==> config.mk <==
export PLATFORM = sky130hd
export DESIGN_NAME = wfvf_ctrl
export DESIGN_NICKNAME = d
export VERILOG_FILES = /design/src/rtl/wfvf_pkg.sv /design/src/rtl/wfvf_ctrl.sv
export SDC_FILE = /design/constraint.sdc
export NUM_CORES = 1
export LEC_CHECK = 0
export BUFFER_PORTS_ARGS = -buffer_cell sky130_fd_sc_hd__buf_2
export CAP_MARGIN = 15
export CORE_MARGIN = 1.5
export CORE_UTILIZATION = 44
export DETAILED_ROUTE_END_ITERATION = 7
export PLACE_DENSITY = 0.81
export SYNTH_ARGS = -nofsm -noshare
export SYNTH_HDL_FRONTEND = slang
export SYNTH_SLANG_ARGS = --single-unit
==> constraint.sdc <==
create_clock -name clk -period 1.55 [get_ports clk]
set_input_delay 0.0775 -clock clk [delete_from_list [all_inputs] [get_ports clk]]
set_output_delay 0.0775 -clock clk [all_outputs]
set_load 0.02 [all_outputs]
==> src/rtl/wfvf_pkg.sv <==
`timescale 1ns / 1ps
// ----------------------------------------------------------------------------
// wfvf_pkg: shared types and constants of the frequent value filter
// Command codes, register indexes, reset values and the control and status
// bundles that pass between the sequencer and the datapath.
// ----------------------------------------------------------------------------
package wfvf_pkg;

    localparam int HISTORY_DEPTH_DEF   = 64;
    localparam int TRACKED_ENTRIES_DEF = 256;

    localparam logic [1:0] CMD_SAMPLE = 2'd0;
    localparam logic [1:0] CMD_CLEAR  = 2'd1;
    localparam logic [1:0] CMD_READ   = 2'd2;

    localparam logic [1:0] REG_PROMOTE = 2'd0;
    localparam logic [1:0] REG_WINDOW  = 2'd1;
    localparam logic [1:0] REG_REPORT  = 2'd2;

    localparam logic [31:0] PROMOTE_RST = 32'd2;
    localparam logic [6:0]  WINDOW_RST  = 7'd64;
    localparam logic [31:0] REPORT_RST  = 32'd1;

    typedef struct packed {
        logic accept;
        logic head_rd;
        logic scan_clr;
        logic tscan;
        logic cscan;
        logic apply;
        logic evict;
        logic rd_issue;
        logic rd_cap;
        logic out_load;
    } wfvf_cmd_t;

    typedef struct packed {
        logic [1:0] in_cmd;
        logic       scan_done;
        logic       t_hit;
        logic       evict_need;
        logic       out_free;
    } wfvf_sts_t;

    function automatic logic [31:0] sat_add32(input logic [31:0] a, input logic [31:0] b);
        logic [32:0] s;
        s = {1'b0, a} + {1'b0, b};
        return s[32] ? 32'hFFFF_FFFF : s[31:0];
    endfunction

endpackage

==> src/rtl/wfvf_ctrl.sv <==
`timescale 1ns / 1ps
// ----------------------------------------------------------------------------
// wfvf_ctrl: sequencer of the frequent value filter
// Steps a sample through head read, table scans, update and result, and a read through a table read.
// ----------------------------------------------------------------------------
module wfvf_ctrl (
    input  logic               clk,
    input  logic               rst_n,
    input  logic               in_valid,
    output logic               in_ready,
    input  wfvf_pkg::wfvf_sts_t sts,
    output wfvf_pkg::wfvf_cmd_t cmd
);

    typedef enum logic [8:0] {
        S_IDLE  = 9'b000000001,
        S_HEAD  = 9'b000000010,
        S_TSCAN = 9'b000000100,
        S_CSCAN = 9'b000001000,
        S_APPLY = 9'b000010000,
        S_EVICT = 9'b000100000,
        S_READ  = 9'b001000000,
        S_RDAT  = 9'b010000000,
        S_OUT   = 9'b100000000
    } state_t;

    state_t state_reg, state_next;

    assign in_ready = (state_reg == S_IDLE);

    always_comb
    begin
        state_next = state_reg;
        cmd        = '0;
        case (state_reg)
            S_IDLE:
            begin
                if (in_valid)
                begin
                    cmd.accept = 1'b1;
                    if (sts.in_cmd == wfvf_pkg::CMD_SAMPLE)
                        state_next = S_HEAD;
                    else if (sts.in_cmd == wfvf_pkg::CMD_READ)
                        state_next = S_READ;
                    else
                        state_next = S_OUT;
                end
            end
            S_HEAD:
            begin
                cmd.head_rd  = 1'b1;
                cmd.scan_clr = 1'b1;
                state_next   = S_TSCAN;
            end
            S_TSCAN:
            begin
                cmd.tscan = 1'b1;
                if (sts.scan_done)
                begin
                    if (sts.t_hit)
                        state_next = S_APPLY;
                    else
                    begin
                        cmd.scan_clr = 1'b1;
                        state_next   = S_CSCAN;
                    end
                end
            end
            S_CSCAN:
            begin
                cmd.cscan = 1'b1;
                if (sts.scan_done)
                    state_next = S_APPLY;
            end
            S_APPLY:
            begin
                cmd.apply = 1'b1;
                if (!sts.t_hit && sts.evict_need)
                    state_next = S_EVICT;
                else
                    state_next = S_OUT;
            end
            S_EVICT:
            begin
                cmd.evict  = 1'b1;
                state_next = S_OUT;
            end
            S_READ:
            begin
                cmd.rd_issue = 1'b1;
                state_next   = S_RDAT;
            end
            S_RDAT:
            begin
                cmd.rd_cap = 1'b1;
                state_next = S_OUT;
            end
            S_OUT:
            begin
                if (sts.out_free)
                begin
                    cmd.out_load = 1'b1;
                    state_next   = S_IDLE;
                end
            end
            default:
            begin
                state_next = S_IDLE;
            end
        endcase
    end

    always_ff @(posedge clk or negedge rst_n)
    begin
        if (!rst_n)
            state_reg <= S_IDLE;
        else
            state_reg <= state_next;
    end

endmodule

# Word-level counts from Yosys, hierarchy flattened

Cells that the tools add are included.

Equality and inequality tests: 14
Mux-type cells: 23
Reduce and logical (&&, ||, !) cells: 5

Operators by type and width:

| kind                                                                   | count |
|---|---|
| 9-bit case mux with 8 select lines                                     | 1 |
| 9-bit 2-to-1 mux                                                       | 7 |
| 1-bit 2-to-1 mux                                                       | 13 |
| 9-bit by 1-bit equality test with 1-bit output (second input constant) | 1 |
| 9-bit by 2-bit equality test with 1-bit output (second input constant) | 1 |
| 9-bit by 3-bit equality test with 1-bit output (second input constant) | 1 |
| 9-bit by 4-bit equality test with 1-bit output (second input constant) | 1 |
| 9-bit by 5-bit equality test with 1-bit output (second input constant) | 1 |
| 9-bit by 6-bit equality test with 1-bit output (second input constant) | 1 |
| 9-bit by 7-bit equality test with 1-bit output (second input constant) | 1 |
| 9-bit by 8-bit equality test with 1-bit output (second input constant) | 1 |
| 9-bit equality test (second input constant)                            | 1 |
| 2-bit != test (second input constant)                                  | 4 |
| 5-bit 2-to-1 mux                                                       | 1 |
| 4-bit AND reduction                                                    | 1 |
| 2-bit equality test (second input constant)                            | 1 |
| 2-bit logical NOT                                                      | 1 |
| 1-bit case mux with 2 select lines                                     | 1 |
| 2-bit OR reduction                                                     | 1 |
| 1-bit logical AND                                                      | 1 |
| 1-bit logical NOT                                                      | 1 |

Flip-flop bits (word level): 9
Output and inout port bits: 11
Word-level logic and storage cells: 43

# Longest topological paths before layout

Gate-level depths: netlist of run 1.

Word-level depth: 5
Depth in mapped cells: 7
Gate-level depth less buffers: 6

# Worst setup path after synthesis of run 1

No wires, ideal clock.

Kind: reg2out
Start: register state_reg[1]
End: output port cmd[1] in the netlist's numbering
Arrival time: 2.003 ns
Data required time: 1.472 ns
Path slack: -0.531 ns
Stages on the path, launching flop included: 5
Buffers on the path: 1
Path through: dfrtp_1 or3_1 or3_1 buf_2 nor4b_1

RTL lines:

| item                   | line             | source |
|---|---|---|
| start, declared        | wfvf_ctrl.sv:27  | `state_t state_reg, state_next;` |
| start signal, assigned | wfvf_ctrl.sv:118 | `state_reg <= state_next;` |
| end, declared          | wfvf_ctrl.sv:12  | `output wfvf_pkg::wfvf_cmd_t cmd` |

==> results of run 1 <==
per-stage QoR:
step / std cells / hold WS (ps) / setup WS [ps] / instance area, um2 / setup TNS (ps)
3_3_place_gp: 118 / -69.6 / -192 / 958 / -1560
5_1_grt: 133 / 71.8 / -500 / 1230 / -7450
4_1_cts: 130 / 14.2 / -446 / 1140 / -5770
6_report: 133 / 79.5 / -456 / 1230 / -6530
2_1_floorplan: 73 / -218 / -179 / 762 / -1600
3_5_place_dp: 118 / -68.3 / -207 / 958 / -1970
what timing repair did:
item | CTS | global route
endpoints found under the hold margin | 10 | 0
gates resized for setup | 26 | 12
setup buffers | 6 | 4
pin swaps | 2 | 6
hold buffers | 2 | 0
gates cloned | 0 | 0
setup endpoints to repair | 20 | 20
critical path, delay by kind of cell, from the launching register on:
family | cells | cell delay, ps
AND/OR/NAND/NOR | 3 | 1030
flip-flops | 1 | 390
AO/OA/AOI/OAI | 1 | 150
buffers and inverters | 1 | 110
power by group through the flow:
| stage | sequential (mW) | combinational [mW] | clock (mW) |
|---|---|---|---|
| CTS | 0.338 | 1.47 | 0.184 |
| global route | 0.352 | 1.81 | 0.195 |
| global placement | 0.337 | 1.15 | 0 |
| detailed placement | 0.339 | 1.18 | 0 |
| finish | 0.348 | 1.72 | 0.182 |
| floorplan | 0.381 | 0.756 | 0 |
per-layer routing:
metal	up-vias	track usage (%)	part of all wire, %
li1	369	-	-
met1	386	36.0	39
met2	60	51.6	49
met3	12	3.91	8.1
met4	0	10.3	3.4
met5	-	0	0
cells by family after synthesis:
group,Yosys count
buffers and inverters,7
AOI/OAI and AO/OA,13
xor gates and xnor gates,2
DFF,9
and+or+nand+nor,41
muxes,1
how the worst max path moves through the flow:
stage / slack [ps] / cells after the start / from / endpoint
after floorplan: -180 / 4 / state_reg[1]$_DFFE_PN0P_ / cmd[1]
after global placement: -190 / 5 / state_reg[7]$_DFFE_PN0P_ / cmd[7]
after detailed placement: -210 / 5 / state_reg[1]$_DFFE_PN0P_ / cmd[2]
after CTS: -450 / 5 / state_reg[7]$_DFFE_PN0P_ / cmd[7]
after global routing: -500 / 5 / state_reg[7]$_DFFE_PN0P_ / cmd[7]
final: -460 / 5 / state_reg[7]$_DFFE_PN0P_ / cmd[7]
cells in the final DEF (no fill, tap or decap), types with 3 or more instances in the layout:
cell       n
nor2_1     4
nor2b_1    5
and2_4     3
nor4_4     4
nand2_1    3
dfrtp_1    6
buf_6     15
clkbuf_4   3
nor4b_1    3
buf_2      9
buf_4     19
area by class of cell:
| type | count | area, um2 |
|---|---|---|
| multi-input combinational | 57 | 563 |
| sequential | 9 | 229 |
| inverter | 3 | 13.8 |
| tap | 15 | 18.8 |
| clock buffer | 3 | 22.5 |
| timing repair buffer | 45 | 377 |
| clock inverter | 1 | 5.00 |
| fill | 54 | 121 |
==> flow_metrics.env, run 1 <==
export IMPL_outcome="finished, violations left"
export IMPL_violations="setup timing"
export IMPL_io_buffers=19
export IMPL_pwr_share_comb_pct=76.5
export IMPL_crit_required_ps=1470
export IMPL_tritoncts="done"
export IMPL_dieArea_mm2=0.00176
export IMPL_drive_gt1_share_pct=62.7
export IMPL_cts_root_buf="clkbuf_4"
export IMPL_rrSetupSlack_ps=-320
export IMPL_worstHoldPathCells=2
export IMPL_synth_area_um2=667
export IMPL_power_density_mw_per_mm2=1840
export IMPL_yosys_area_share_simple_pct=41.3
export IMPL_drtAntennaViolNets=0
export IMPL_die_w_um=41.9
export IMPL_cpPeakStageDelay_ps=590
export IMPL_rsz0062_at_grt="true"
export IMPL_r2r_cells=7
export IMPL_hpwl_um=1570
export IMPL_end_kind="output port"
export IMPL_hold_path_class="primary input to flip-flop"
export IMPL_crit_arrival_ps=1930
export IMPL_skew_ps=3.76
export IMPL_ys_ff_latch=9
export IMPL_swShare_pct=44.5
export IMPL_num_vias=827
export IMPL_wirelength_um=2720
export IMPL_layout_setup_ws_ps=-456
export IMPL_synth_cells=73
export IMPL_clk_pin_slew_worst_paths_ps=70
export IMPL_ys_async_sr_fraction_pct=100
export IMPL_h_tree_depth=1
export IMPL_synth_fa_ha_area_share_pct=0
export IMPL_critPathLaunchType="flip-flop"
export IMPL_regToRegEndpoint="state_reg[5]$_DFFE_PN0P_"
export IMPL_synth_top_family_by_area="simple AND/OR/NAND/NOR gates"
export IMPL_finalCritPeriodShare_pct=129
export IMPL_maxCapViolCount=0
export IMPL_synth_top_cell_by_area="dfrtp_1"
export IMPL_timing_rr_start="state_reg[1]$_DFFE_PN0P_"
export IMPL_peakVddDrop_uv=1210
export IMPL_finalHoldViolCount=0
export IMPL_synth_edf_count=0
export IMPL_wl_per_cell_um=20.5
export IMPL_clock_sinks=9
export IMPL_nNetsFinal=128
export IMPL_gp_congestion=0.795
export IMPL_grt_overflow=0
export IMPL_fin_crit_ps=2010
export IMPL_worstMarginPinSlew_ps=507
export IMPL_cpMaxStageDelayCell="or4_4"
export IMPL_row_count=13
export IMPL_largest_reg_flops=9
export IMPL_worstHoldStart="sts[4]"
export IMPL_path_cells="or4_4 -> nor4_4 -> and2_4 -> a31o_4 -> buf_6"
export IMPL_yosys_warnings=0
export IMPL_max_slew_margin_rel_pct=65.7
export IMPL_viasPerCell=6.22
export IMPL_grt_pass1_vias=801
export IMPL_syn_avg_cell_area_um2=9.14
export IMPL_muxShareOfSynthArea_pct=1.69
export IMPL_synth_cell_type_count=36
export IMPL_grt_antenna_before_repair=0
export IMPL_p_int_mw=1.25
export IMPL_grt_usage_pct=29.3
export IMPL_yosys_most_used_dff="dfrtp_1"
export IMPL_num_io_pins=20
export IMPL_syn_nets=82
export IMPL_grt_pass1_wl_um=3860
export IMPL_worstHoldEndpoint="state_reg[6]$_DFFE_PN0P_"
export IMPL_synth_xor_area_share_pct=2.63
export IMPL_cts_buffer_depth=2
export IMPL_p_clk_share_pct=8.1
export IMPL_coreArea_mm2=0.00135
export IMPL_first_pass_iters=4
export IMPL_yosysMostFrequentCell="dfrtp_1"
export IMPL_synth_area_leaders="dfrtp_1, nor4b_1, nor2b_1, nor4_1, dfstp_2"
export IMPL_start_util_pct=49.4
export IMPL_cts_buffers=3
export IMPL_fin_util_pct=91.0
export IMPL_drt_iter0_markers=29
export IMPL_drc=0
export IMPL_syn2layout_area_growth_pct=84.2
export IMPL_critPathKind="flip-flop to output port"
export IMPL_clk_latency_ps=260
export IMPL_seqPwrFrac_pct=15.4
export IMPL_diodes=0
export IMPL_switching_power_mw=1.00
export IMPL_clock_fmax_ghz=0.499
export IMPL_synth_compound_area_share_pct=16.1
export IMPL_synth_top_area_share_pct=30.0
export IMPL_cp_max_fo=4
export IMPL_grt_max_degree=11
export IMPL_setup_violations=19
export IMPL_p_leak_nw=0.584
export IMPL_finalMaxSlewViolations=0
export IMPL_ys_seq_area_share_pct=34.0
export IMPL_fp_dieH_um=41.9
export IMPL_synthTopCellsByCount="dfrtp_1, nor2b_1, nor4b_1"
export IMPL_power_mw=2.26
Power figures use the tool's default switching activity.
==> inputs of run 2 (changes only) <==
--- a/config.mk
+++ b/config.mk
@@ -7,10 +7,13 @@
 export LEC_CHECK = 0
 export BUFFER_PORTS_ARGS = -buffer_cell sky130_fd_sc_hd__buf_2
 export CAP_MARGIN = 15
+export CELL_PAD_IN_SITES_DETAIL_PLACEMENT = 0
+export CELL_PAD_IN_SITES_GLOBAL_PLACEMENT = 1
 export CORE_MARGIN = 1.5
-export CORE_UTILIZATION = 44
+export CORE_UTILIZATION = 32
 export DETAILED_ROUTE_END_ITERATION = 7
-export PLACE_DENSITY = 0.81
+export GPL_TIMING_DRIVEN = 1
+export PLACE_DENSITY = 0.79
 export SYNTH_ARGS = -nofsm -noshare
 export SYNTH_HDL_FRONTEND = slang
 export SYNTH_SLANG_ARGS = --single-unit
==> run 2 against run 1 <==
Compared with the run above: the run still ends with setup timing left; power up 1.7%; setup slack better by 17 ps; first-iteration DRC count is 34% lower; global-route usage fell by 9.7 points; clock power is essentially flat; critical path type unchanged; count of clock-buffer cells in the layout increased by 1; maximum frequency is 0.86% higher; combinational power rose by 3%; cell area is 4.3% higher; critical path depth stayed put; largest power group unchanged; flip-flop and latch count unchanged.
==> flow_metrics.env, run 2 (synthesis gave the netlist of run 1 again) <==
export IMPL_pre_cts_ws_ps=-185
export IMPL_path_delay_family="simple AND/OR/NAND/NOR gates"
export IMPL_diodes=0
export IMPL_row_count=16
export IMPL_die_w_um=48.7
export IMPL_fin_cells=146
export IMPL_hold_path_class="primary input to flip-flop"
export IMPL_p_leak_nw=0.594
export IMPL_finalHoldViolCount=0
export IMPL_drtAntennaViolNets=0
export IMPL_finalMaxSlewViolations=0
export IMPL_worstMarginPinSlew_ps=425
export IMPL_gp_congestion=0.826
export IMPL_cts_root_buf="clkbuf_4"
export IMPL_path_cells="or4_4 -> nor4_4 -> and2_4 -> a31o_4 -> buf_6"
export IMPL_hpwl_um=1400
export IMPL_dieArea_mm2=0.00237
export IMPL_drc=0
export IMPL_drt_iter0_markers=19
export IMPL_fin_crit_ps=1990
export IMPL_grt_antenna_before_repair=0
export IMPL_setup_tns_final_ps=-5760
export IMPL_cts_buffer_depth=2
export IMPL_rsz0062_at_grt="true"
export IMPL_clock_fmax_ghz=0.503
export IMPL_finalCritPeriodShare_pct=128
export IMPL_skew_ps=4.51
export IMPL_clock_sinks=9
export IMPL_largest_reg_flops=9
export IMPL_wirelength_um=2280
export IMPL_start_util_pct=34.0
export IMPL_violations="setup timing"
export IMPL_first_pass_iters=4
export IMPL_clk_latency_ps=260
export IMPL_critPathLaunchType="flip-flop"
export IMPL_grt_usage_pct=19.5
export IMPL_grt_max_degree=10
export IMPL_timing_hold_ws_ps=65.7
export IMPL_cts_buffers=3
export IMPL_tritoncts="done"
export IMPL_syn2layout_area_growth_pct=92.1
export IMPL_grt_pass1_vias=707
export IMPL_h_tree_depth=1
export IMPL_coreArea_mm2=0.00196
export IMPL_io_buffers=19
export IMPL_max_slew_margin_rel_pct=71.5
export IMPL_nNetsFinal=129
export IMPL_maxCapViolCount=0
export IMPL_crit_required_ps=1470
export IMPL_viasPerCell=5.23
export IMPL_cp_num_buf_inv=1
export IMPL_clk_pin_slew_worst_paths_ps=60
export IMPL_cpMaxStageDelayCell="or4_4"
export IMPL_grt_overflow=0
export IMPL_drive_gt1_share_pct=63.9
export IMPL_grt_pass1_wl_um=3400
export IMPL_crit_arrival_ps=1910
export IMPL_end_kind="output port"
export IMPL_cpPeakStageDelay_ps=570
export IMPL_num_vias=763
export IMPL_setup_violations=20
export IMPL_final_cell_mix="buf_4, buf_6, buf_2"
export IMPL_num_io_pins=20
export IMPL_peakVddDrop_uv=1560
export IMPL_cp_max_fo=3
export IMPL_power_density_mw_per_mm2=1790
export IMPL_outcome="finished, violations left"
export IMPL_wl_per_cell_um=15.6
export IMPL_critPathKind="flip-flop to output port"
export IMPL_layout_setup_ws_ps=-439
export IMPL_fp_dieH_um=48.7
export IMPL_placedCellCount=128
export IMPL_mostFrequentLayoutCell="buf_4"
## run 2: repair_timing
item,4_1_cts,5_1_grt
hold buffers,2,0
buffers inserted,9,5
pin swaps,7,9
hold endpoints to repair,10,0
endpoints found under the setup margin,20,20
resized for setup,34,9
## run 2: layer usage
layer | part of all wire [%] | global-route usage [%]
met5 | 0 | 0
met1 | 41 | 21.4
met4 | 1.7 | 11.0
met3 | 2.0 | 2.16
met2 | 56 | 36.1
## run 2: area by class of cell
class / instances / area, um2
Clock buffer: 4 / 26.3
Fill cell: 160 / 681
Inverter: 3 / 13.8
Multi-Input combinational cell: 57 / 576
Sequential cell: 9 / 229
Tap cell: 27 / 33.8
Timing Repair Buffer: 46 / 403
## run 2: path summary, 6_finish.rpt
check / startpoint / endpoint / slack, ps / cells after the start
hold reg to reg: state_reg[5]$_DFFE_PN0P_ / state_reg[7]$_DFFE_PN0P_ / 620 / 2
max in group asynchronous: rst_n / state_reg[0]$_DFFE_PN1P_ / 1120 / 2
hold / removal: sts[1] / state_reg[5]$_DFFE_PN0P_ / 70 / 2
min in group asynchronous: rst_n / state_reg[5]$_DFFE_PN0P_ / 180 / 2
setup reg to reg: state_reg[8]$_DFFE_PN0P_ / state_reg[5]$_DFFE_PN0P_ / -320 / 7
setup / recovery: state_reg[7]$_DFFE_PN0P_ / cmd[7] / -440 / 5
## run 2: through the flow
step	total power, mW	instance area [um2]	util (%)
after floorplan	1.14	762	-
after global placement	1.44	958	48.9
after detailed placement	1.45	958	48.9
after CTS	2.07	1210	61.7
after global routing	2.41	1280	65.3
final	2.29	1280	65.3
## run 2: worst register-to-register path: stages (launching register included)
cell	delay (ps)
dfrtp_2	400
or3_4	370
or3_4	430
buf_6	150
nor2b_4	130
buf_6	110
buf_6	80
and3_1	130
## run 2: report_power, final
part	total (mW)	switching [mW]	internal, mW
registers	0.344	0.0453	0.299
logic	1.77	0.835	0.932
clock network	0.182	0.0827	0.0993
==> inputs of run 3 (changes only) <==
--- a/config.mk
+++ b/config.mk
@@ -14,6 +14,7 @@
 export DETAILED_ROUTE_END_ITERATION = 7
 export GPL_TIMING_DRIVEN = 1
 export PLACE_DENSITY = 0.79
+export SETUP_SLACK_MARGIN = 0.5
 export SYNTH_ARGS = -nofsm -noshare
 export SYNTH_HDL_FRONTEND = slang
 export SYNTH_SLANG_ARGS = --single-unit
==> run 3 against run 2 <==
Compared with the run above: the run still ends with setup timing left; count of clock-buffer cells in the layout unchanged; sequential power decreased by 2%; maximum frequency increased by 0.34%; first-iteration DRC count decreased by 53%; clock skew decreased by 0.94 ps; worst hold slack got worse by 36 ps; die area unchanged; global-route usage decreased by 3.2 points; non-clock buffer count unchanged; routed wire length decreased by 14%; largest power group unchanged.
==> flow_metrics.env, run 3 (synthesis gave the netlist of run 1 again) <==
export IMPL_placedCellCount=131
export IMPL_pre_cts_ws_ps=-190
export IMPL_start_util_pct=34.0
export IMPL_skew_ps=3.57
export IMPL_grt_max_degree=10
export IMPL_viasPerCell=5.11
export IMPL_largest_reg_flops=9
export IMPL_worstMarginPinSlew_ps=478
export IMPL_p_leak_nw=0.584
export IMPL_layout_setup_ws_ps=-432
export IMPL_io_buffers=19
export IMPL_power_density_mw_per_mm2=1780
export IMPL_fp_dieH_um=48.7
export IMPL_maxCapViolCount=0
export IMPL_peakVddDrop_uv=1420
export IMPL_grt_antenna_before_repair=0
export IMPL_design_area_mm2=0.00123
export IMPL_worstHoldPathCells=2
export IMPL_nNetsFinal=129
export IMPL_worstHoldStart="sts[4]"
export IMPL_clk_pin_slew_worst_paths_ps=60
export IMPL_num_io_pins=20
export IMPL_cp_max_fo=4
export IMPL_cts_root_buf="clkbuf_4"
export IMPL_rrSetupSlack_ps=-230
export IMPL_setup_violations=20
export IMPL_end_kind="output port"
export IMPL_regToRegEndpoint="state_reg[4]$_DFFE_PN0P_"
export IMPL_clock_sinks=9
export IMPL_hold_path_class="primary input to flip-flop"
export IMPL_clock_fmax_ghz=0.505
export IMPL_drc=0
export IMPL_row_count=16
export IMPL_max_slew_margin_rel_pct=67.7
export IMPL_grt_pass1_wl_um=2990
export IMPL_drt_iter0_markers=9
export IMPL_die_w_um=48.7
export IMPL_drive_gt1_share_pct=63.9
export IMPL_first_pass_iters=4
export IMPL_r2r_cells=5
export IMPL_cts_buffer_depth=2
export IMPL_diodes=0
export IMPL_rsz0062_at_grt="true"
export IMPL_mostFrequentLayoutCell="buf_4"
export IMPL_outcome="finished, violations left"
export IMPL_cts_buffers=3
export IMPL_worstHoldEndpoint="state_reg[1]$_DFFE_PN0P_"
export IMPL_h_tree_depth=1
export IMPL_final_cell_mix="buf_4, buf_6, buf_2"
export IMPL_path_cells="or4_4 -> nor4_4 -> and2_4 -> a31o_4 -> buf_6"
export IMPL_dieArea_mm2=0.00237
export IMPL_hpwl_um=1370
export IMPL_drtAntennaViolNets=0
export IMPL_timing_rr_start="state_reg[8]$_DFFE_PN0P_"
export IMPL_wl_per_cell_um=13.5
export IMPL_wirelength_um=1960
export IMPL_finalMaxSlewViolations=0
export IMPL_gp_congestion=0.843
export IMPL_coreArea_mm2=0.00196
export IMPL_fin_crit_ps=1980
export IMPL_cpMaxStageDelayCell="or4_4"
export IMPL_finalHoldViolCount=0
export IMPL_syn2layout_area_growth_pct=84.8
export IMPL_fill_cells=162
export IMPL_grt_pass1_vias=665
export IMPL_num_vias=746
export IMPL_crit_required_ps=1470
export IMPL_finalCritPeriodShare_pct=128
export IMPL_cpPeakStageDelay_ps=580
export IMPL_tritoncts="done"
export IMPL_fin_cells=146
export IMPL_grt_overflow=0
export IMPL_clk_latency_ps=260
export IMPL_grt_usage_pct=16.3
export IMPL_violations="setup timing"
export IMPL_placed_area_um2=982
export IMPL_critPathLaunchType="flip-flop"
export IMPL_critPathKind="flip-flop to output port"
export IMPL_crit_arrival_ps=1900
==> run 3: cell counts in the layout (fill, tap and decap cells not counted) <==
Identical to the previous run, type by type.
==> run 3: where the power goes <==
group	internal (mW)	switching, mW	total (mW)
Sequential	0.298	0.0387	0.337
Clock	0.0992	0.0818	0.181
Combinational	0.880	0.793	1.67
Total	1.28	0.913	2.19
==> run 3: critical path, delay by kind of cell (launching register included) <==
family          cells  cell delay (ps)
compound gates      1              150
buf+inv             1              110
flops               1              380
simple gates        3             1010
==> run 3: worst max-delay path by stage <==
stage / startpoint / to / slack, ps
finish: state_reg[7]$_DFFE_PN0P_ / cmd[7] / -430
global route: state_reg[7]$_DFFE_PN0P_ / cmd[7] / -510
CTS: state_reg[7]$_DFFE_PN0P_ / cmd[7] / -400
detailed placement: state_reg[1]$_DFFE_PN0P_ / cmd[2] / -190
global placement: state_reg[1]$_DFFE_PN0P_ / cmd[2] / -170
floorplan: state_reg[1]$_DFFE_PN0P_ / cmd[1] / -180
==> run 3: metrics by stage <==
| stage | hold slack (ps) | power (mW) | TNS (ps) | utilization, % |
|---|---|---|---|---|
| after floorplan | -218 | 1.14 | -1570 | - |
| after global placement | -67.7 | 1.48 | -1420 | 50.1 |
| after detailed placement | -66.3 | 1.49 | -1560 | 50.1 |
| after CTS | 36.4 | 2.02 | -3770 | 60.1 |
| after global routing | 45.0 | 2.31 | -5810 | 62.8 |
| final | 30.1 | 2.19 | -4710 | 62.8 |
==> run 3: cell type report <==
cell class	count	area (um2)	share of cell area (%)
clock buffers	4	26.3	2.13
inverters	3	13.8	1.12
multi-input cells	57	559	45.4
flip-flops and latches	9	229	18.6
well taps	27	33.8	2.74
repair buffers	46	370	30.1
==> run 3: what timing repair did <==
item,CTS,global route
setup buffers,5,4
hold endpoints to repair,10,0
hold buffers,2,0
resized for setup,28,5
setup endpoints to repair,20,20
pin swaps,8,1
==> run 3: metal layers <==
layer / wire length [um] / part of all wire (%) / up-vias / GRT usage (%)
met2: 993 / 51 / 17 / 28.1
met4: 21 / 1.1 / 0 / 8.57
met5: 0 / 0 / - / 0
met3: 52 / 2.6 / 2 / 0.926
li1: - / - / 367 / -
met1: 896 / 46 / 360 / 20.5
